**src/fgtd_pkg.sv**
```systemverilog
package fgtd_pkg;

    localparam int DATA_WIDTH_DEF = 31;

    localparam logic OP_DIV = 1'b0;
    localparam logic OP_MUL = 1'b1;

    typedef struct packed {
        logic go;
        logic op;
    } arith_cmd_t;

endpackage

```
**src/fgtd_arith.sv**
```systemverilog
module fgtd_arith #(
    parameter int DATA_WIDTH = fgtd_pkg::DATA_WIDTH_DEF
) (
    input  logic                   clk,
    input  logic                   rst_n,
    input  fgtd_pkg::arith_cmd_t   cmd,
    input  logic [DATA_WIDTH-1:0]  opa,
    input  logic [DATA_WIDTH-1:0]  opb,
    output logic [DATA_WIDTH-1:0]  quo,
    output logic [DATA_WIDTH-1:0]  acc,
    output logic                   done
);

    localparam int CW = $clog2(DATA_WIDTH + 1);

    logic                  run_reg, run_next;
    logic                  done_reg, done_next;
    logic                  op_reg, op_next;
    logic [CW-1:0]         cnt_reg, cnt_next;
    logic [DATA_WIDTH-1:0] x_reg, x_next;
    logic [DATA_WIDTH:0]   y_reg, y_next;
    logic [DATA_WIDTH-1:0] z_reg, z_next;

    logic [DATA_WIDTH:0]   shifted;
    logic                  ge;

    // one bit per cycle: restoring divide or shift-add multiply
    always_comb
    begin
        run_next  = run_reg;
        done_next = 1'b0;
        op_next   = op_reg;
        cnt_next  = cnt_reg;
        x_next    = x_reg;
        y_next    = y_reg;
        z_next    = z_reg;
        shifted   = {y_reg[DATA_WIDTH-1:0], x_reg[DATA_WIDTH-1]};
        ge        = shifted >= {1'b0, z_reg};
        if (cmd.go)
        begin
            run_next = 1'b1;
            op_next  = cmd.op;
            cnt_next = '0;
            x_next   = opa;
            y_next   = '0;
            z_next   = opb;
        end
        else if (run_reg)
        begin
            if (op_reg == fgtd_pkg::OP_DIV)
            begin
                y_next = ge ? (shifted - {1'b0, z_reg}) : shifted;
                x_next = {x_reg[DATA_WIDTH-2:0], ge};
            end
            else
            begin
                y_next = {1'b0, y_reg[DATA_WIDTH-1:0] + (z_reg[0] ? x_reg : '0)};
                x_next = {x_reg[DATA_WIDTH-2:0], 1'b0};
                z_next = {1'b0, z_reg[DATA_WIDTH-1:1]};
            end
            cnt_next = cnt_reg + 1'b1;
            if (cnt_reg == CW'(DATA_WIDTH - 1))
            begin
                run_next  = 1'b0;
                done_next = 1'b1;
            end
        end
    end

    always_ff @(posedge clk or negedge rst_n)
    begin
        if (!rst_n)
        begin
            run_reg  <= 1'b0;
            done_reg <= 1'b0;
            op_reg   <= fgtd_pkg::OP_DIV;
            cnt_reg  <= '0;
        end
        else
        begin
            run_reg  <= run_next;
            done_reg <= done_next;
            op_reg   <= op_next;
            cnt_reg  <= cnt_next;
        end
    end

    always_ff @(posedge clk)
    begin
        x_reg <= x_next;
        y_reg <= y_next;
        z_reg <= z_next;
    end

    assign quo  = x_reg;
    assign acc  = y_reg[DATA_WIDTH-1:0];
    assign done = done_reg;

endmodule

```
**src/factorial_gcd_trial_division.sv**
```systemverilog
// gcd of fact_arg factorial and other_arg, by trial division of other_arg
// and the exponent sum of each prime in the factorial.
// input: a word is taken at a rising edge where start is high and busy is
// low; fact_arg and other_arg are sampled at that edge. busy stays high
// until the result has been produced.
// output: done is high for exactly one cycle when gcd_value is valid. the
// receiver cannot stall done; the result stays readable after that cycle.
// gcd_value holds the last result until the next word is accepted.
// timing: all arithmetic runs through one bit-serial divide/multiply unit.
// every trial candidate p with p*p <= remaining cofactor costs one divide
// plus a pass through the compare state; each prime factor found adds a
// divide per multiplicity, one per exponent term and one multiply per
// taken power. in the worst case the number of trial candidates grows
// with sqrt(other_arg).
// a new word can be accepted in the cycle done is high.
// reset: asynchronous, returns to idle and drops done; gcd_value is not cleared.
module factorial_gcd_trial_division #(
    parameter int DATA_WIDTH = fgtd_pkg::DATA_WIDTH_DEF
) (
    input  logic                  clk,
    input  logic                  rst_n,
    input  logic                  start,
    output logic                  busy,
    input  logic [DATA_WIDTH-1:0] fact_arg,
    input  logic [DATA_WIDTH-1:0] other_arg,
    output logic                  done,
    output logic [DATA_WIDTH-1:0] gcd_value
);

    localparam int DW = $clog2(DATA_WIDTH + 1);

    localparam logic [3:0] S_IDLE  = 4'd0;
    localparam logic [3:0] S_CHECK = 4'd1;
    localparam logic [3:0] S_TDIV  = 4'd2;
    localparam logic [3:0] S_SDIV  = 4'd3;
    localparam logic [3:0] S_LEG   = 4'd4;
    localparam logic [3:0] S_LDIV  = 4'd5;
    localparam logic [3:0] S_PMUL  = 4'd6;
    localparam logic [3:0] S_MWAIT = 4'd7;
    localparam logic [3:0] S_FMUL  = 4'd8;
    localparam logic [3:0] S_DONE  = 4'd9;

    logic [3:0]            state_reg, state_next;
    logic                  done_reg, done_next;
    logic [DATA_WIDTH-1:0] a_reg, a_next;
    logic [DATA_WIDTH-1:0] rest_reg, rest_next;
    logic [DATA_WIDTH-1:0] p_reg, p_next;
    logic [DATA_WIDTH:0]   sq_reg, sq_next;
    logic [DATA_WIDTH-1:0] result_reg, result_next;
    logic [DATA_WIDTH-1:0] t_reg, t_next;
    logic [DATA_WIDTH-1:0] sum_reg, sum_next;
    logic [DW-1:0]         d1_reg, d1_next;
    logic [DW-1:0]         times_reg, times_next;

    fgtd_pkg::arith_cmd_t  a_cmd;
    logic [DATA_WIDTH-1:0] op_x, op_z;
    logic [DATA_WIDTH-1:0] a_quo, a_acc;
    logic                  a_done;

    fgtd_arith #(
        .DATA_WIDTH(DATA_WIDTH)
    ) u_arith (
        .clk  (clk),
        .rst_n(rst_n),
        .cmd  (a_cmd),
        .opa  (op_x),
        .opb  (op_z),
        .quo  (a_quo),
        .acc  (a_acc),
        .done (a_done)
    );

    always_comb
    begin
        state_next  = state_reg;
        done_next   = 1'b0;
        a_next      = a_reg;
        rest_next   = rest_reg;
        p_next      = p_reg;
        sq_next     = sq_reg;
        result_next = result_reg;
        t_next      = t_reg;
        sum_next    = sum_reg;
        d1_next     = d1_reg;
        times_next  = times_reg;
        a_cmd.go    = 1'b0;
        a_cmd.op    = fgtd_pkg::OP_DIV;
        op_x        = rest_reg;
        op_z        = p_reg;
        case (state_reg)
            S_IDLE:
            begin
                if (start)
                begin
                    a_next      = fact_arg;
                    rest_next   = other_arg;
                    p_next      = DATA_WIDTH'(2);
                    sq_next     = (DATA_WIDTH + 1)'(4);
                    result_next = DATA_WIDTH'(1);
                    state_next  = S_CHECK;
                end
            end
            S_CHECK:
            begin
                if (sq_reg <= {1'b0, rest_reg})
                begin
                    a_cmd.go   = 1'b1;
                    state_next = S_TDIV;
                end
                else if (a_reg >= rest_reg)
                begin
                    a_cmd.go   = 1'b1;
                    a_cmd.op   = fgtd_pkg::OP_MUL;
                    op_x       = result_reg;
                    op_z       = rest_reg;
                    state_next = S_FMUL;
                end
                else
                begin
                    state_next = S_DONE;
                end
            end
            S_TDIV:
            begin
                if (a_done)
                begin
                    if (a_acc == '0)
                    begin
                        rest_next  = a_quo;
                        d1_next    = DW'(1);
                        a_cmd.go   = 1'b1;
                        op_x       = a_quo;
                        state_next = S_SDIV;
                    end
                    else
                    begin
                        p_next     = p_reg + 1'b1;
                        sq_next    = sq_reg + {p_reg, 1'b1};
                        state_next = S_CHECK;
                    end
                end
            end
            S_SDIV:
            begin
                if (a_done)
                begin
                    if (a_acc == '0)
                    begin
                        rest_next = a_quo;
                        d1_next   = d1_reg + 1'b1;
                        a_cmd.go  = 1'b1;
                        op_x      = a_quo;
                    end
                    else
                    begin
                        t_next     = a_reg;
                        sum_next   = '0;
                        state_next = S_LEG;
                    end
                end
            end
            S_LEG:
            begin
                // exponent sum only matters up to the multiplicity
                if (t_reg == '0 || sum_reg >= DATA_WIDTH'(d1_reg))
                begin
                    times_next = (sum_reg < DATA_WIDTH'(d1_reg)) ? sum_reg[DW-1:0] : d1_reg;
                    state_next = S_PMUL;
                end
                else
                begin
                    a_cmd.go   = 1'b1;
                    op_x       = t_reg;
                    state_next = S_LDIV;
                end
            end
            S_LDIV:
            begin
                if (a_done)
                begin
                    t_next     = a_quo;
                    sum_next   = sum_reg + a_quo;
                    state_next = S_LEG;
                end
            end
            S_PMUL:
            begin
                if (times_reg == '0)
                begin
                    p_next     = p_reg + 1'b1;
                    sq_next    = sq_reg + {p_reg, 1'b1};
                    state_next = S_CHECK;
                end
                else
                begin
                    a_cmd.go   = 1'b1;
                    a_cmd.op   = fgtd_pkg::OP_MUL;
                    op_x       = result_reg;
                    times_next = times_reg - 1'b1;
                    state_next = S_MWAIT;
                end
            end
            S_MWAIT:
            begin
                if (a_done)
                begin
                    result_next = a_acc;
                    state_next  = S_PMUL;
                end
            end
            S_FMUL:
            begin
                if (a_done)
                begin
                    result_next = a_acc;
                    state_next  = S_DONE;
                end
            end
            S_DONE:
            begin
                done_next  = 1'b1;
                state_next = S_IDLE;
            end
            default:
            begin
                state_next = S_IDLE;
            end
        endcase
    end

    always_ff @(posedge clk or negedge rst_n)
    begin
        if (!rst_n)
        begin
            state_reg <= S_IDLE;
            done_reg  <= 1'b0;
        end
        else
        begin
            state_reg <= state_next;
            done_reg  <= done_next;
        end
    end

    always_ff @(posedge clk)
    begin
        a_reg      <= a_next;
        rest_reg   <= rest_next;
        p_reg      <= p_next;
        sq_reg     <= sq_next;
        result_reg <= result_next;
        t_reg      <= t_next;
        sum_reg    <= sum_next;
        d1_reg     <= d1_next;
        times_reg  <= times_next;
    end

    assign busy      = (state_reg != S_IDLE);
    assign done      = done_reg;
    assign gcd_value = result_reg;

    a_accept_busy: assert property (@(posedge clk) disable iff (!rst_n)
        start && !busy |=> busy)
        else $error("accepted word did not raise busy");

    a_done_pulse: assert property (@(posedge clk) disable iff (!rst_n)
        done |=> !done)
        else $error("done held longer than one cycle");

    a_unit_wait: assert property (@(posedge clk) disable iff (!rst_n)
        a_done |-> (state_reg == S_TDIV || state_reg == S_SDIV || state_reg == S_LDIV
                    || state_reg == S_MWAIT || state_reg == S_FMUL))
        else $error("arithmetic unit finished outside a wait state");

endmodule
```
**config.mk**
```make
export PLATFORM = sky130hd
export DESIGN_NAME = factorial_gcd_trial_division
export DESIGN_NICKNAME = d
export VERILOG_FILES = /design/src/fgtd_pkg.sv /design/src/fgtd_arith.sv /design/src/factorial_gcd_trial_division.sv
export SDC_FILE = /design/constraint.sdc
export NUM_CORES = 1
export LEC_CHECK = 0
export BUFFER_PORTS_ARGS = -buffer_cell sky130_fd_sc_hd__buf_2
export CAP_MARGIN = 20
export CORE_ASPECT_RATIO = 0.7
export CORE_MARGIN = 10
export CORE_UTILIZATION = 35
export CTS_BUF_LIST = sky130_fd_sc_hd__clkbuf_16
export DETAILED_ROUTE_END_ITERATION = 8
export GPL_TIMING_DRIVEN = 0
export SYNTH_ARGS = -nofsm -noshare
export SYNTH_HDL_FRONTEND = slang
export SYNTH_SLANG_ARGS = --single-unit
```
**constraint.sdc**
```tcl
create_clock -name clk -period 4.8 [get_ports clk]
set_clock_uncertainty 0.05 [all_clocks]
set_input_delay 0.48 -clock clk [delete_from_list [all_inputs] [get_ports clk]]
set_output_delay 0.48 -clock clk [all_outputs]
set_load 0.01 [all_outputs]
```
# Word-level counts from Yosys, hierarchy flattened
# Index checks and enable logic that the tools add are counted.
# word_totals
regBits	334
input_bits	65
out_inout_bits	33
word_cells	162
# op_classes
n_addsub	8
order_cmp	5
eq_ne	24
muxes	82
n_reduce_logical	25
# op_table
op	n
$mux W31	30
$pmux W31 S2	4
$mux W32	4
$pmux W31 S4	1
$pmux W32 S3	1
$pmux W31 S3	1
$add A31 B31 Y31	2
$logic_not A31 Y1	2
$mux W5	9
$pmux W4 S9	1
$add A32 B32 Y32	1
$ge A32 B31 Y1	1
$le A32 B31 Y1	1
$mux W4	8
$add A31 B1 Y31 const B	1
$ge A31 B31 Y1	1
$ge A31 B5 Y1	1
$lt A31 B5 Y1	1
$sub A31 B31 Y31	1
$pmux W5 S2	2
$eq A4 B3 Y1 const B	4
$ne A2 B2 Y1 const B	8
$mux W1	14
$reduce_bool A2 Y1	7
22 further kinds	38

# Logic depth before layout (Yosys ltp)
# Gate-level depths: netlist of run 1.
# logic_depth
depth_word	6
depth_mapped	15
depth_no_buf	14

# Cells and area by module
# A second synthesis of run 1 with hierarchy kept.
# hier_totals
hier_cells	2591
hier_area_um2	24619.9
# modules_own_cells
mod	instances	cells_per_inst	area_per_inst_um2	seq_area_each_um2
factorial_gcd_trial_division	1	1659	16351.9	6971.7
fgtd_arith	1	932	8267.9	2682.6

# Worst setup path before layout of run 1
# OpenSTA, ideal clock, no wires.
# synth_path
path_kind	register -> register
from	register state_reg[3]
to	register p_reg[0] (enable)
setup_ps	505
arrival_time_ps	4636
path_slack_ps	-391
stages_incl_launch_ff	8
n_path_buf	2
period_less_slack_ps	5191
cell_sequence	dfrtp_1 > clkbuf_1 > nor3_1 > nand2_1 > clkbuf_1 > o22ai_1 > or3_1 > a21oi_1
# synth_via
elab_chain_len	3
word_cells_on_any_way	9
classes_between	eq/ne (6); reduce/logical (3)
# synth_lines
item	line_no	text
start, declared	factorial_gcd_trial_division.sv:43	logic [3:0] state_reg, state_next;
start signal, assigned	factorial_gcd_trial_division.sv:240	state_reg <= state_next;
$eq A4 B3 Y1, or another cell as far along	factorial_gcd_trial_division.sv:90	case (state_reg)
$ne A2 B2 Y1 (no source line), or another cell as far along	-	
$reduce_and A5 Y1 (no source line) (*)	-	
end signal, assigned	factorial_gcd_trial_division.sv:249	p_reg <= p_next;
end, declared	factorial_gcd_trial_division.sv:47	logic [DATA_WIDTH-1:0] p_reg, p_next;
# Mark *: on every way between the ends. The rest lies on a longest branch, timed or not.
# A chain may end at the register's enable or synchronous reset.

# Worst setup path after layout of run 1
# layout_path
from	register rest_reg[30]
to	register u_arith.x_reg[22], in the netlist u_arith.quo[22], data pin
# layout_via
elab_chain_len	5
word_cells_on_any_way	9
classes_between	order compare (2); mux (7)
# layout_lines
item	line_no	text
start, declared	factorial_gcd_trial_division.sv:46	logic [DATA_WIDTH-1:0] rest_reg, rest_next;
start signal, assigned	factorial_gcd_trial_division.sv:248	rest_reg <= rest_next;
$ge A31 B31 Y1	factorial_gcd_trial_division.sv:110	else if (a_reg >= rest_reg)
$mux W31 / $mux W2 (equally long branches)	factorial_gcd_trial_division.sv:110	
$mux W31 / $mux W1 (equally long branches)	factorial_gcd_trial_division.sv:105	if (sq_reg <= {1'b0, rest_reg})
$pmux W31 S4 / $pmux W1 S4 (equally long branches)	factorial_gcd_trial_division.sv:90	
$mux W31 (*)	fgtd_arith.sv:39	if (cmd.go)
via u_arith.x_next[22]	fgtd_arith.sv:20	logic [DATA_WIDTH-1:0] x_reg, x_next;
end signal, assigned	fgtd_arith.sv:90	x_reg <= x_next;
end, declared	fgtd_arith.sv:20	
# Mark *: on every way through the listed nets, which the timed path passes. The rest lies on a longest branch.

==> run summary, run 1 <==
The maximum clock path buffer count was 3; the remaining antenna violation count after routing was 0. The region available for standard cell placement spans 66400 um^2. The combinational power share was 0.007; the area growth from synthesis to layout was 12.8%. For this design the total switching power over the nets is 0.00132 W. During placement, the flow inserted port buffers numbering 97. Counting flops with a built-in enable in the synthesized netlist gives 290.

Static leakage: 10.7 nW. The logs give 3572 for the count of non-filler cells in the finished layout and 77900 um^2 for the die area. The number of hold-slack violations in the final timing report came out at 0. The mapped cell area came out at 23500 um^2. The cell at the root of the clock tree was clkbuf_16. The worst min-delay path category was input pin to flip-flop. After synthesis, the most frequently instantiated cells are nand2_1, nor2_1, edfxtp_1.

The logs give 190 uV for the highest ir drop seen on vdd and 85700 um for the post-detailed-routing wire length. Counting flops and latches in the post-synthesis netlist gives 334. The post-route fraction of the period consumed by the critical path was 0.986.

The flow ran to the end, and the final reports show no timing, DRC or antenna violations. The setup path with the least slack is of type flip-flop to flip-flop. The via count of the first global-routing pass was 19700; the max-cap check violation count was 0. Setup repair after global routing left no endpoint under its margin. The first detailed-routing pass ran for 6 iterations. Setup violations remaining at the end of the flow were counted as 0. At the pin with the least slew margin, the transition time is 1.13 ns. The logs give 0.467 for the share of total power in the clock network and 87 for the number of distinct library cell variants in the gate-level netlist after synthesis. The total global routing overflow was 0. Entering global routing, the biggest net connects 33 pins. The fraction of power consumed by sequential logic is 0.526. The run gives 334 as the number of sinks driven by the clock tree. Type of destination of the critical path: a flip-flop. The worst path arrival time was 5.09 ns; the per-cell routed wire length was 24.0 um. Post-synthesis cell type with the largest combined area: edfxtp_1. For this design the ratio of total power to cell area is 224 nW/um^2. The number of vias in the routed layout came out at 21000. The most instantiated library cell after synthesis was nand2_1. For this run, design rule violations remaining after detail routing come to 0. Overall die height: 237 um. The dominant register cell in the synthesized netlist was edfxtp_1. After clock tree synthesis, the clock-pin slew on the worst setup and hold paths is 0.06 ns.

The row count came out at 79. The net switching share of the total power was 0.223. The tools report the headroom to the max-slew limit as 0.244. In the final design database the tool counted 2916 nets. The global-route total usage across every layer was 0.211; the number of cells after detailed placement was 3500. The initial antenna violation count is 7, and the vias per cell is 5.87. Synthesis produced a netlist with a net count of 2762.

For the total number of yosys warnings, the log shows 0. The H-tree was split into 2 levels. TritonCTS built the clock tree. The minimum clock period after layout is 4.73 ns, and the total clock buffers created by CTS is 38. The die width is 329 um, and the critical path data required time is 5.16 ns.

The clock reaches the later pin of the worst-skew pair after 0.56 ns. The count of pins over their slew limit was 0. 98 I/O pins were placed.

After the first detailed-routing iteration, the DRC count stood at 2860. Detailed placement finished with a half-perimeter wire length of 68100 um. The fraction of registers with async set or reset after synthesis is 0.0389, and the maximum fanout along the worst path is 10.

The fraction of synthesized cell area taken by the top area cell type was 0.371; the final weighted congestion in routability-driven placement was 0.956. Cell count after synthesis: 2499. Ranked by total cell area, the synthesized netlist is headed by edfxtp_1, ha_1, nand2_1, nor2_1, a21o_1.

0 antenna diodes ended up in the layout. The internal cell power is 0.00460 W. The highest achievable clock rate was 211 MHz. The share of post-route cells with drive strength above 1 came out at 0.0936.

In the final timing run, aggregate negative setup slack is 0 ns. Dividing the synthesized area by the synthesized cell count gives 9.38 um^2. The first global-routing pass estimated 126000 um of wire.

The tools report the initial standard-cell utilization of the core as 0.353. Sequential share of the synthesized area: 0.412. The number of flip-flops under the largest register name was 32. The tools report the startpoint class of the critical path as a flip-flop.
metal layers:
metal / routed length [um] / share of wire / track usage / vias up
met1: 41500 / 0.48 / 0.330 / 10300
met4: 1350 / 0.016 / 0.0327 / 0
li1: - / - / - / 9505
met5: 0 / 0 / 0 / -
met3: 10400 / 0.12 / 0.0633 / 96
met2: 32500 / 0.38 / 0.279 / 1107
cell usage in the layout (no fill, tap or decap), drive strengths merged, types with 53 or more instances in the layout:
| master | n |
|---|---|
| ha | 194 |
| edfxtp | 290 |
| nand2 | 313 |
| o21ai | 84 |
| xor2 | 68 |
| inv | 137 |
| a21o | 99 |
| a21oi | 140 |
| xnor2 | 62 |
| clkbuf | 108 |
| nor2 | 302 |
| nand3 | 53 |
| nor2b | 55 |
| a31oi | 74 |
| buf | 142 |
power groups by stage:
stage	logic (W)	registers, W	clock network, W
after CTS	0.0000419	0.00311	0.00280
final	0.0000422	0.00311	0.00277
after detailed placement	0.0000412	0.00318	0
after floorplan	0.000000626	0.00318	0
after global placement	0.0000403	0.00318	0
after global routing	0.0000451	0.00311	0.00290
path summary, 6_finish.rpt:
| kind | start | endpoint | slack (ns) | cells past startpoint |
|---|---|---|---|---|
| worst min-delay path | fact_arg[10] | a_reg[10] | 0.05 | 1 |
| min in group asynchronous | rst_n | done | 0.35 | 2 |
| worst min register to register | u_arith.cnt_reg[4] | u_arith.cnt_reg[4] | 0.50 | 2 |
| worst max-delay path | rest_reg[30] | u_arith.quo[22] | 0.07 | 12 |
| worst max register to register | rest_reg[30] | u_arith.quo[22] | 0.07 | 12 |
| max in group asynchronous | rst_n | u_arith.cnt_reg[0] | 4.01 | 2 |
critical path, cell delays in order (launching register included):
cell	delay, ns
edfxtp_1	0.59
inv_1	0.13
ha_1	0.32
nand4_1	0.07
or3_1	0.39
or4_1	0.70
o21bai_4	0.24
o22ai_4	0.27
nand3_2	0.37
o21ai_2	0.34
clkbuf_1	0.62
nand2_1	0.25
a31oi_1	0.21
stage by stage:
step                setup slack [ns]  hold slack [ns]  power, W  utilization  area (um^2)
detailed placement            -0.646            0.404   0.00322        0.381        25300
floorplan                     0.0313            0.134   0.00318            -        23500
global placement               -2.95            0.390   0.00322        0.377        25100
CTS                            0.122           0.0244   0.00595        0.398        26400
global route                  0.0109           0.0260   0.00606        0.398        26400
finish                        0.0654           0.0458   0.00592        0.398        26400
what timing repair did:
action                                 4_1_cts  5_1_grt
buffers inserted                             2        0
hold buffers                                 1        0
endpoints found under the hold margin       13        0
setup endpoints to repair                  123       61
pin swaps                                    1        0
resized for setup                            4        2
logic make-up (layout without fill, tap and decap cells):
family	after synthesis	count (layout)	synth area share
AOI/OAI and AO/OA	620	620	0.188
and+or+nand+nor	950	950	0.186
adders and majority gates	198	198	0.107
xor gates and xnor gates	130	130	0.0486
muxes	49	49	0.0209
buffers and inverters	218	400	0.0386
DFF	334	334	0.412
cell type report:
cell class | count | area, um^2
multi-input combinational | 1947 | 13000
clock buffer | 39 | 976
tap | 891 | 1110
clock inverter | 29 | 124
inverter | 120 | 453
sequential | 334 | 9650
buffer | 98 | 455
fill | 6636 | 40000
timing repair buffer | 114 | 712
No activity file was read; power rests on OpenSTA's default activity.
==> run 2, diff against run 1 <==
--- a/config.mk
+++ b/config.mk
@@ -5,12 +5,13 @@
 export SDC_FILE = /design/constraint.sdc
 export NUM_CORES = 1
 export LEC_CHECK = 0
+export ABC_CLOCK_PERIOD_IN_PS = 4800
 export BUFFER_PORTS_ARGS = -buffer_cell sky130_fd_sc_hd__buf_2
 export CAP_MARGIN = 20
 export CORE_ASPECT_RATIO = 0.7
 export CORE_MARGIN = 10
 export CORE_UTILIZATION = 35
-export CTS_BUF_LIST = sky130_fd_sc_hd__clkbuf_16
+export CTS_BUF_LIST = sky130_fd_sc_hd__clkbuf_4 sky130_fd_sc_hd__clkbuf_8 sky130_fd_sc_hd__clkbuf_16
 export DETAILED_ROUTE_END_ITERATION = 8
 export GPL_TIMING_DRIVEN = 0
 export SYNTH_ARGS = -nofsm -noshare
==> run summary, run 2 (synthesis results as in run 1) <==
The vias per cell is 5.86, and the count of cells along the worst hold path is 1. The routed design has 85600 um of wire. The startpoint class of the critical path was a flip-flop. Routability-driven placement finished with a final weighted congestion of 0.956. For the headroom to the max-slew limit, the log shows 0.238. Setup repair after global routing left no endpoint under its margin. The via count of the first global-routing pass came out at 19700. On the worst path, the slowest cell contributes a delay of 0.70 ns. For the final worst slack, the log shows 0.0473 ns. The tools report the number of sinks driven by the clock tree as 334.

The analysis attributes to cell leakage a power of 10.7 nW. The run gives 6625 as the count of filler cells inserted in the layout. The run gives 4.90 ns as the worst path arrival time. The detailed router placed 20900 vias in this run. The root buffer cell chosen for the clock tree is clkbuf_16. The initial standard-cell utilization of the core was 0.353; the DRC violation total after the first TritonRoute iteration was 2795.

Number of top-level pins: 98. The number of cells on the worst reg-to-reg path is 13. The number of remaining DRC errors was 0; the fraction of power consumed by sequential logic was 0.515. In the final layout, the multi-input gates occupy 13000 um^2. In this run the number of H-tree levels came out at 2. The number of nets in the finished design was 2916; the internal cell power was 0.00472 W. TritonCTS built the clock tree. The remaining antenna violation count after routing was 0. The area taken by flip-flops and latches was 9650 um^2; the total stage count of the critical path was 13. Detailed placement finished with a half-perimeter wire length of 68100 um.

The register with the most flip-flops in the layout has 32 of them. The floorplan step defined a core boundary enclosing 66400 um^2. The worst setup path is captured at a flip-flop. Grouping stages by cell kind, the critical path spends the most delay in simple AND/OR/NAND/NOR gates. Combinational power share: 0.007. Row generation in the floorplan step produced 79 rows. For the highest ir drop seen on vdd, the log shows 191 uV.

The net switching share of the total power works out to 0.218. From left edge to right edge, the die measures 329 um. The leading cell type in the layout, fill and taps excluded was nand2_1. The share of post-route cells with drive strength above 1 is 0.0996. The logs give 0.00132 W for the net switching power of the design and 0.0445 ns for the worst-case hold slack. Subtracting the final worst setup slack from the clock period gives 4.75 ns. The library cells used most frequently in the layout, excluding fill and tap cells, are nand2_1, nor2_1, edfxtp_1, ha_1, a21oi_1. For the initial antenna violation count, the log shows 8.

Timing would allow up to 210 MHz. The run finished with clean final reports. The number of clock buffers added by TritonCTS is 38.

The signal on the critical path passes through inv_1 > ha_1 > nand4_1 > or3_1 > or4_1 > nor2_1 > o22ai_4 > nand3b_1 > o22a_1 > buf_2 > buf_6 > nor2_4 > inv_4. Total of endpoints with negative setup slack in the final report: 0. The run gives 0.211 as the global-route total usage across every layer. The clock latency at the later pin of the worst-skew pair is 0.56 ns. For this run, the detailed router's first-pass iteration total came to 6.

From synthesis to final layout, the design area changed by 13.0%. Critical path data required time: 4.94 ns. The tightest min-delay check is of the input pin to flip-flop type. Measured along the y axis, the die boundary spans 237 um. Summed over all layers, the global routing overflow is 0.

Of all nets on the critical path, the largest fanout is 31. Power spread over the standard cell area amounts to 228 nW/um^2. For this design, the slowest cell found on the critical path is or4_1.

For the largest net degree at the start of global routing, the log shows 33. The global-route wire length before repair came out at 126000 um. For the pin with the worst max-slew slack, the measured transition is 1.14 ns. By startpoint and endpoint, the worst setup path is classified as flip-flop to flip-flop.

Number of port buffers: 97. The die covers 77900 um^2. The clock passes through at most 3 buffers. Share of total power in the clock network: 0.478. The per-cell routed wire length is 24.0 um, and the clock transition time at the flip-flop clock pins of the worst setup and hold paths is 0.06 ns. Before CTS, the worst setup slack after placement is -0.646 ns.

The number of hold-slack violations in the final timing report is 0, and the count of pins over their slew limit is 0. Max-cap check violation count: 0. The post-route fraction of the period consumed by the critical path is 0.990, and the count of buffering cells on the critical path with inverters included is 4.
[run 2: path summary, 6_finish.rpt]
check / from / end / slack [ns]
min in group asynchronous: rst_n / done / 0.35
max: rest_reg[30] / u_arith.quo[0] / 0.05
max reg2reg: rest_reg[30] / u_arith.quo[0] / 0.05
min reg2reg: u_arith.cnt_reg[4] / u_arith.cnt_reg[4] / 0.50
min: fact_arg[20] / a_reg[20] / 0.04
max in group asynchronous: rst_n / u_arith.cnt_reg[0] / 4.01
[run 2: per-layer routing]
metal | global-route usage | vias to the layer above | part of all wire
met2 | 0.279 | 1096 | 0.38
li1 | - | 9506 | -
met1 | 0.332 | 10200 | 0.48
met3 | 0.0599 | 94 | 0.12
met5 | 0 | - | 0
met4 | 0.0320 | 0 | 0.015
[run 2: final cells by class]
class | instances | share of cell area
diodes | 1 | 0.0000944
well taps | 891 | 0.0421
inverters | 120 | 0.0171
flip-flops and latches | 334 | 0.364
plain buffers | 98 | 0.0172
repair buffers | 114 | 0.0269
clock inverters | 13 | 0.00241
clock buffers | 55 | 0.0414
multi-input cells | 1947 | 0.489
[run 2: power groups by stage]
stage | Sequential (W) | Combinational [W] | Clock, W
after CTS | 0.00311 | 0.0000419 | 0.00292
after global routing | 0.00311 | 0.0000451 | 0.00303
after floorplan | 0.00318 | 0.000000626 | 0
final | 0.00311 | 0.0000422 | 0.00289
after global placement | 0.00318 | 0.0000403 | 0
after detailed placement | 0.00318 | 0.0000412 | 0
[run 2: repair_timing]
item,CTS,global route
gates cloned,0,0
pin swaps,1,0
endpoints found under the setup margin,123,61
resized for setup,4,2
hold buffers,1,0
buffers inserted,2,0
endpoints found under the hold margin,13,0
[run 2: per-stage QoR]
stage               instances   util  TNS [ns]  cell area [um^2]  power, W
floorplan                2499      -         0             23500   0.00318
global placement         3487  0.377   -309.09             25100   0.00322
detailed placement       3500  0.381    -28.48             25300   0.00322
CTS                      3571  0.399         0             26500   0.00608
global route             3572  0.399         0             26500   0.00618
finish                   3573  0.399         0             26500   0.00604
[run 2: worst register-to-register path, delay by kind of cell, from the launching register on]
family,cells,cell delay [ns]
AND/OR/NAND/NOR,6,1.79
buffers and inverters,4,1.12
flip-flops,1,0.62
AO/OA/AOI/OAI,2,0.44
adder cells (fa/ha/maj),1,0.33
